===== config.mk =====
export PLATFORM = sky130hd
export DESIGN_NAME = lfu_cache_table_core
export DESIGN_NICKNAME = d
export VERILOG_FILES = /design/src/hdl/lfuc_pkg.sv /design/src/hdl/lfu_cache_table_core.sv /design/src/hdl/lfuc_value_ram.sv
export SDC_FILE = /design/constraint.sdc
export NUM_CORES = 2
export LEC_CHECK = 0
export ABC_CLOCK_PERIOD_IN_PS = 8300
export BUFFER_PORTS_ARGS = -buffer_cell sky130_fd_sc_hd__buf_2
export CORE_UTILIZATION = 50
export CTS_CLUSTER_SIZE = 12
export DETAILED_ROUTE_END_ITERATION = 10
export PLACE_DENSITY = 0.71
export SLEW_MARGIN = 20
export SYNTH_ARGS = -nofsm -noshare
export SYNTH_HDL_FRONTEND = slang
export SYNTH_HIERARCHICAL = 1
export SYNTH_SLANG_ARGS = --single-unit

===== constraint.sdc =====
create_clock -name clk -period 8.3 [get_ports clk]
set_input_delay 0.83 -clock clk [delete_from_list [all_inputs] [get_ports clk]]
set_output_delay 0.83 -clock clk [all_outputs]
set_load 0.02 [all_outputs]

===== src/hdl/lfuc_pkg.sv =====
// Shared constants and codes for the LFU cache table.
package lfuc_pkg;
  localparam int CAP_W             = 5;
  localparam int DATA_W            = 32;
  localparam int MAX_ENTRIES_DEF   = 16;
  localparam int COUNT_WIDTH_DEF   = 16;
  localparam logic [CAP_W-1:0] CAP_RESET = 5'd16;

  localparam logic ACT_GET = 1'b0;
  localparam logic ACT_PUT = 1'b1;
endpackage


===== src/hdl/lfu_cache_table_core.sv =====
// LFU cache table top level: tag lanes, victim scan and control.
//
//   channel   direction  handshake             payload
//   request   in         start / busy          action, lookup_key, store_value
//   result    out        result_valid strobe   hit, read_value
//   config    in         cfg_we                cfg_wdata (capacity_in_use)
//
// A get does a key compare over all lanes, then the value memory read.
// A put that hits or finds a free slot is written in the match state after acceptance.
// A put of a new key into a full table scans MAX_ENTRIES lanes, one per cycle,
// for the victim, then inserts.
// Reset clears valid bits, occupancy and control; capacity resets to 16.
// The receiver cannot stall; result_valid is high for one cycle per get.
module lfu_cache_table_core #(
  parameter int MAX_ENTRIES = lfuc_pkg::MAX_ENTRIES_DEF,
  parameter int COUNT_WIDTH = lfuc_pkg::COUNT_WIDTH_DEF
) (
  input  logic                              clk,
  input  logic                              rst,
  input  logic                              start,
  output logic                              busy,
  input  logic                              action,
  input  logic signed [lfuc_pkg::DATA_W-1:0] lookup_key,
  input  logic signed [lfuc_pkg::DATA_W-1:0] store_value,
  output logic                              result_valid,
  output logic                              hit,
  output logic signed [lfuc_pkg::DATA_W-1:0] read_value,
  input  logic                              cfg_we,
  input  logic [lfuc_pkg::CAP_W-1:0]        cfg_wdata
);
  import lfuc_pkg::*;

  localparam int IDX_W = (MAX_ENTRIES > 1) ? $clog2(MAX_ENTRIES) : 1;
  localparam int OCC_W = $clog2(MAX_ENTRIES + 1);
  localparam int CMP_W = (OCC_W > CAP_W) ? OCC_W : CAP_W;
  localparam logic [IDX_W-1:0] LAST_IDX = IDX_W'(MAX_ENTRIES - 1);
  localparam logic [CMP_W-1:0] MAX_CMP  = CMP_W'(MAX_ENTRIES);

  typedef enum logic [2:0] {S_IDLE, S_MATCH, S_OUT, S_SCAN, S_EVICT} state_t;

  state_t                    state;
  logic [CAP_W-1:0]          capacity;
  logic                      act_q;
  logic [DATA_W-1:0]         key_q;
  logic [DATA_W-1:0]         val_q;
  logic                      hit_q;
  logic [MAX_ENTRIES-1:0]    valid;
  logic [DATA_W-1:0]         keys  [MAX_ENTRIES];
  logic [COUNT_WIDTH-1:0]    cnt   [MAX_ENTRIES];
  logic [IDX_W-1:0]          rank  [MAX_ENTRIES];
  logic [OCC_W-1:0]          occupancy;
  logic [IDX_W-1:0]          scan_idx;
  logic                      best_found;
  logic [IDX_W-1:0]          best_idx;
  logic [COUNT_WIDTH-1:0]    best_cnt;
  logic [IDX_W-1:0]          best_rank;

  logic                      match;
  logic [IDX_W-1:0]          match_idx;
  logic [IDX_W-1:0]          match_rank;
  logic [IDX_W-1:0]          free_idx;
  logic [CMP_W-1:0]          cap_eff;
  logic                      full;
  logic                      ram_we;
  logic [IDX_W-1:0]          ram_waddr;
  logic [DATA_W-1:0]         ram_rdata;
  logic                      accept;

  assign accept = start && !busy;
  assign busy   = (state != S_IDLE) && (state != S_OUT);

  always_comb begin
    match      = 1'b0;
    match_idx  = '0;
    match_rank = '0;
    for (int j = 0; j < MAX_ENTRIES; j++) begin
      if (valid[j] && keys[j] == key_q) begin
        match      = 1'b1;
        match_idx  = IDX_W'(j);
        match_rank = rank[j];
      end
    end
    free_idx = '0;
    for (int j = MAX_ENTRIES - 1; j >= 0; j--) begin
      if (!valid[j]) begin
        free_idx = IDX_W'(j);
      end
    end
    cap_eff = (CMP_W'(capacity) > MAX_CMP) ? MAX_CMP : CMP_W'(capacity);
    full    = CMP_W'(occupancy) >= cap_eff;
  end

  assign ram_we    = (state == S_MATCH && act_q == ACT_PUT && capacity != '0 &&
                      (match || !full)) || (state == S_EVICT);
  assign ram_waddr = (state == S_EVICT) ? best_idx : (match ? match_idx : free_idx);

  lfuc_value_ram #(.DEPTH(MAX_ENTRIES), .AW(IDX_W)) u_value_ram (
    .clk   (clk),
    .we    (ram_we),
    .waddr (ram_waddr),
    .wdata (val_q),
    .raddr (match_idx),
    .rdata (ram_rdata)
  );

  assign result_valid = (state == S_OUT);
  assign hit          = hit_q;
  assign read_value   = hit_q ? ram_rdata : '0;

  always_ff @(posedge clk) begin
    if (rst) begin
      state     <= S_IDLE;
      capacity  <= CAP_RESET;
      valid     <= '0;
      occupancy <= '0;
      hit_q     <= 1'b0;
    end else begin
      if (cfg_we) begin
        capacity <= cfg_wdata;
      end
      unique case (state)
        S_IDLE, S_OUT: begin
          if (accept) begin
            act_q <= action;
            key_q <= lookup_key;
            val_q <= store_value;
            state <= S_MATCH;
          end else begin
            state <= S_IDLE;
          end
        end
        S_MATCH: begin
          if (act_q == ACT_GET) begin
            hit_q <= match;
            state <= S_OUT;
          end else if (!match && capacity != '0 && full) begin
            state <= S_SCAN;
          end else begin
            state <= S_IDLE;
          end
          if (match && (act_q == ACT_GET || capacity != '0)) begin
            for (int j = 0; j < MAX_ENTRIES; j++) begin
              if (valid[j] && rank[j] < match_rank) begin
                rank[j] <= rank[j] + 1'b1;
              end
            end
            rank[match_idx] <= '0;
            if (cnt[match_idx] != '1) begin
              cnt[match_idx] <= cnt[match_idx] + 1'b1;
            end
          end else if (!match && act_q == ACT_PUT && capacity != '0) begin
            if (!full) begin
              for (int j = 0; j < MAX_ENTRIES; j++) begin
                if (valid[j]) begin
                  rank[j] <= rank[j] + 1'b1;
                end
              end
              valid[free_idx] <= 1'b1;
              keys[free_idx]  <= key_q;
              cnt[free_idx]   <= COUNT_WIDTH'(1);
              rank[free_idx]  <= '0;
              occupancy       <= occupancy + 1'b1;
            end else begin
              scan_idx   <= '0;
              best_found <= 1'b0;
            end
          end
        end
        S_SCAN: begin
          if (valid[scan_idx] && (!best_found || cnt[scan_idx] < best_cnt ||
              (cnt[scan_idx] == best_cnt && rank[scan_idx] > best_rank))) begin
            best_found <= 1'b1;
            best_idx   <= scan_idx;
            best_cnt   <= cnt[scan_idx];
            best_rank  <= rank[scan_idx];
          end
          if (scan_idx == LAST_IDX) begin
            state <= S_EVICT;
          end else begin
            scan_idx <= scan_idx + 1'b1;
          end
        end
        S_EVICT: begin
          for (int j = 0; j < MAX_ENTRIES; j++) begin
            if (valid[j] && rank[j] < best_rank) begin
              rank[j] <= rank[j] + 1'b1;
            end
          end
          keys[best_idx] <= key_q;
          cnt[best_idx]  <= COUNT_WIDTH'(1);
          rank[best_idx] <= '0;
          state          <= S_IDLE;
        end
        default: state <= S_IDLE;
      endcase
    end
  end

  a_accept_busy: assert property (@(posedge clk) disable iff (rst)
    accept |=> busy) else $error("accepted word did not raise busy");
  a_result_get: assert property (@(posedge clk) disable iff (rst)
    result_valid |-> $past(state == S_MATCH && act_q == ACT_GET))
    else $error("result strobe without a get");
  a_occ_count: assert property (@(posedge clk) disable iff (rst)
    OCC_W'($countones(valid)) == occupancy) else $error("occupancy mismatch");
  a_occ_max: assert property (@(posedge clk) disable iff (rst)
    CMP_W'(occupancy) <= MAX_CMP) else $error("occupancy above table size");
endmodule


===== src/hdl/lfuc_value_ram.sv =====
// Value store: one write port, one read port with registered read data.
module lfuc_value_ram #(
  parameter int DEPTH = lfuc_pkg::MAX_ENTRIES_DEF,
  parameter int AW    = 4
) (
  input  logic                        clk,
  input  logic                        we,
  input  logic [AW-1:0]               waddr,
  input  logic [lfuc_pkg::DATA_W-1:0] wdata,
  input  logic [AW-1:0]               raddr,
  output logic [lfuc_pkg::DATA_W-1:0] rdata
);
  import lfuc_pkg::*;

  logic [DATA_W-1:0] mem [DEPTH];

  always_ff @(posedge clk) begin
    if (we) begin
      mem[waddr] <= wdata;
    end
    rdata <= mem[raddr];
  end
endmodule


==> impl_metrics.yaml <==
logic_synthesis:
  synth_top_cells_by_area: "edfxtp_1, mux4_2, xor2_1, dfxtp_1, xnor2_1"
  synthArstFlopShare_pct: 0
  post_synth_top_area_share_pct: 60.25
  syn-mean-instance-area_um2: 14.96
  ys_dominant_reg_cell: "edfxtp_1"
  cell_type_contributing_the_most_total_cell_area_after_synthesis: "edfxtp_1"
  number_of_synthesized_flops_with_an_enable_pin: 1374
  synthesis.yosys.warnings: 6
  synth_cells: 4577
  ys_types: 91
  syn-cell-area_mm2: 0.06848
  synth_sequential_area_ratio_pct: 64.05
  synthesis.nets: 4791
  synth-seq-cells: 1504
global_route:
  grt_use_total_pct: 27.66
  grt_pass1_vias: 41483
  antenna_found_initial: 7
  grt_first_pass_wirelength_mm: 279.4
  grt_start_max_net_pins: 75
  overflow: 0
place:
  post-dp-hpwl_mm: 123.9
  place_congestion: 0.9994
  buffer_ports.inserted: 108
  post_dp_cell_area_mm2: 0.07210
  post-place-cells: 6443
setup_path:
  cells_along_the_critical_path: "buf_4 -> xor2_1 -> nor4_1 -> nand2_1 -> or4_1 -> a41oi_1 -> buf_4 -> or2_1 -> buf_4 -> o31ai_1 -> nor4_1 -> nand2_1 -> a21oi_1 -> nand2_1 -> nor4b_4 -> buf_4 -> nor3_2 -> buf_4"
  critical_path_maximum_fanout: 23
  worst-endpoint-required_ns: 8.85
  critical_path.max_stage_delay_ns: 0.73
  timing.reg2reg.worst_path_depth: 18
  cpMostUsedCell: "buf_4"
  cp_data_arrival_time_ns: 7.73
  timing.setup.critical_path_class: "reg -> reg"
  timing.critical_path.slowest_stage_cell: "or4_1"
  kind_of_start_point_of_the_critical_path: "flip-flop"
  setup.worst_path.end_class: "flip-flop"
floorplan:
  dieWidth_um: 372.1
  dieHeight_um: 372.1
  placeableCoreArea_mm2: 0.1356
  dieArea_mm2: 0.1384
  rows: 135
  initial_standard_cell_utilization_of_the_core_pct: 50.49
  io-pin-count: 109
cells_and_area:
  layout.nets: 5033
  num-fill-cells: 10396
  stdcell_area_mm2: 0.07700
  layout_commonest_cell: "edfxtp_1"
  syn_to_final_growth_pct: 12.44
  commonest_cells_after_routing_fill_and_taps_aside: "edfxtp_1, xor2_1, nand2_1"
  post_layout_nonfiller_instances: 6716
  drive_above_1_share_pct: 17.76
flow_run:
  cap_violations: 0
timing:
  setup-violations-final: 0
  timing.setup.tns_ns: 0
  finClkSkew_ns: 0.06265
  unrepaired_setup_endpoints_after_global_routing: "no"
  worst_slew_pin_slew_ns: 1.144
  timing.final.max_slew_violations: 0
  clock.fmax_ghz: 0.1393
  slew-limit-headroom_pct: 23.60
  timing.final.hold_violations: 0
  final.period_utilization_pct: 86.47
  finalCriticalPeriod_ns: 7.177
drt:
  wire_per_inst_um: 28.39
  detail_route.wirelength_mm: 190.6
  first_iter_violations: 5349
  detailedRoute.firstPassIterationCount: 6
  drc_errors: 0
  routed-via-count: 42795
  drt.antenna.violating_nets: 0
  drt-vias-per-instance: 6.372
min_path:
  whs_path_depth: 1
  worst_hold_path_type: "in -> reg"
clock_tree:
  cts.repair_timing.setup_buffer_count: 0
  cts_made_buffers: 155
  cts_htree_levels: 4
  clkLatencyLatePin_ns: 0.82
  path_clk_slew_ns: 0.06
  cts_tree: "done"
  clock_tree.buffer_depth: 3
  postCtsResizedCells: 0
  cts-root-buf: "clkbuf_16"
  tritoncts_num_sinks: 1504
  holdBufCountCts: 0
power:
  p_seq_share_pct: 53.7
  powerDensity_mw_per_mm2: 201.5
  worst_vdd_ir_mv: 0.2255
  switching_share_pct: 21.49
  internal_power_w: 0.01218
  p_clk_share_pct: 43.4
  comb_power_share_pct: 2.8
  p_leak_nw: 25.47
  power.switching_w: 0.003335
run_status:
  run_status: "finished clean"
## Yosys cell counts, drive strengths merged (102+ instances only)
master and count:
dfxtp 130, edfxtp 1374, nand4 106, o21ai 102
mux4 235, nand2 251, xnor2 229, ha 140
xor2 331, mux2i 125, buf 126, nor4 148
nor2 256
## metal layers
layer,vias up,GRT usage [%],part of all wire [%]
met5,-,0,0.017
met4,6,9.442,3.4
met3,404,7.617,12
met2,2627,40.43,44
met1,21532,39.86,41
li1,18226,-,-
## final cells by class
type	count	area [um^2]	area share, %
repair buffers	298	2067	2.684
well taps	1781	2228	2.894
clock inverters	43	638.1	0.8287
inverters	74	277.8	0.3607
multi-input cells	2786	23680	30.75
diodes	2	5.005	0.006500
flip-flops and latches	1504	43870	56.98
clock buffers	228	4235	5.500
## metrics by stage
stage               hold slack (ns)  setup slack [ns]  power, W  util [%]
floorplan                    0.4550             1.673  0.008724         -
global placement             0.4964             1.394  0.008918     53.16
CTS                          0.1312             1.196   0.01558     56.75
detailed placement           0.4950             1.274  0.008929     53.16
finish                       0.1825             1.123   0.01552     56.77
global route                 0.1399            0.8240   0.01589     56.76
## worst max-delay path: cells and delay by family, from the launching register on
kind,cells,cell delay [ns]
AND/OR/NAND/NOR,9,3.62
flip-flops,1,0.62
AO/OA/AOI/OAI,3,0.84
buffers and inverters,5,1.66
XOR/XNOR,1,0.13
## sequential cells by signal, summed over array words and instances (netlist names), 5 cells and up, named ones only
name / count
keys: 512
key_q: 32
u_value_ram/mem: 512
capacity: 5
val_q: 32
occupancy: 5
rank: 64
valid: 16
cnt: 256
best_cnt: 16
u_value_ram/rdata: 32
## cell families after synthesis
| kind of cell | count (synthesis) | share of synthesized area, % |
|---|---|---|
| AO/OA/AOI/OAI | 459 | 4.621 |
| XOR/XNOR | 560 | 7.162 |
| adder cells (fa/ha/maj) | 140 | 2.558 |
| buffers and inverters | 287 | 1.900 |
| flip-flops | 1504 | 64.05 |
| multiplexers | 407 | 10.33 |
| AND/OR/NAND/NOR | 1220 | 9.380 |
## final timing paths
check | from | to | slack [ns]
worst max-delay path | key_q[28]$_DFFE_PP_ | cnt[10][11]$_DFFE_PP_ | 1.12
worst min-delay path | store_value[30] | val_q[30]$_DFFE_PP_ | 0.18
worst max register to register | key_q[28]$_DFFE_PP_ | cnt[10][11]$_DFFE_PP_ | 1.12
worst min register to register | occupancy[1]$_SDFFE_PP0P_ | occupancy[1]$_SDFFE_PP0P_ | 0.50
## power groups by stage
stage	Sequential (W)	Combinational, W	Clock, W
final	0.00834	0.000441	0.00674
after global routing	0.00834	0.000468	0.00708
after detailed placement	0.00850	0.000432	0
after floorplan	0.00847	0.000253	0
after global placement	0.00849	0.000425	0
after CTS	0.00834	0.000434	0.00681
(Power assumes the default switching activity.)
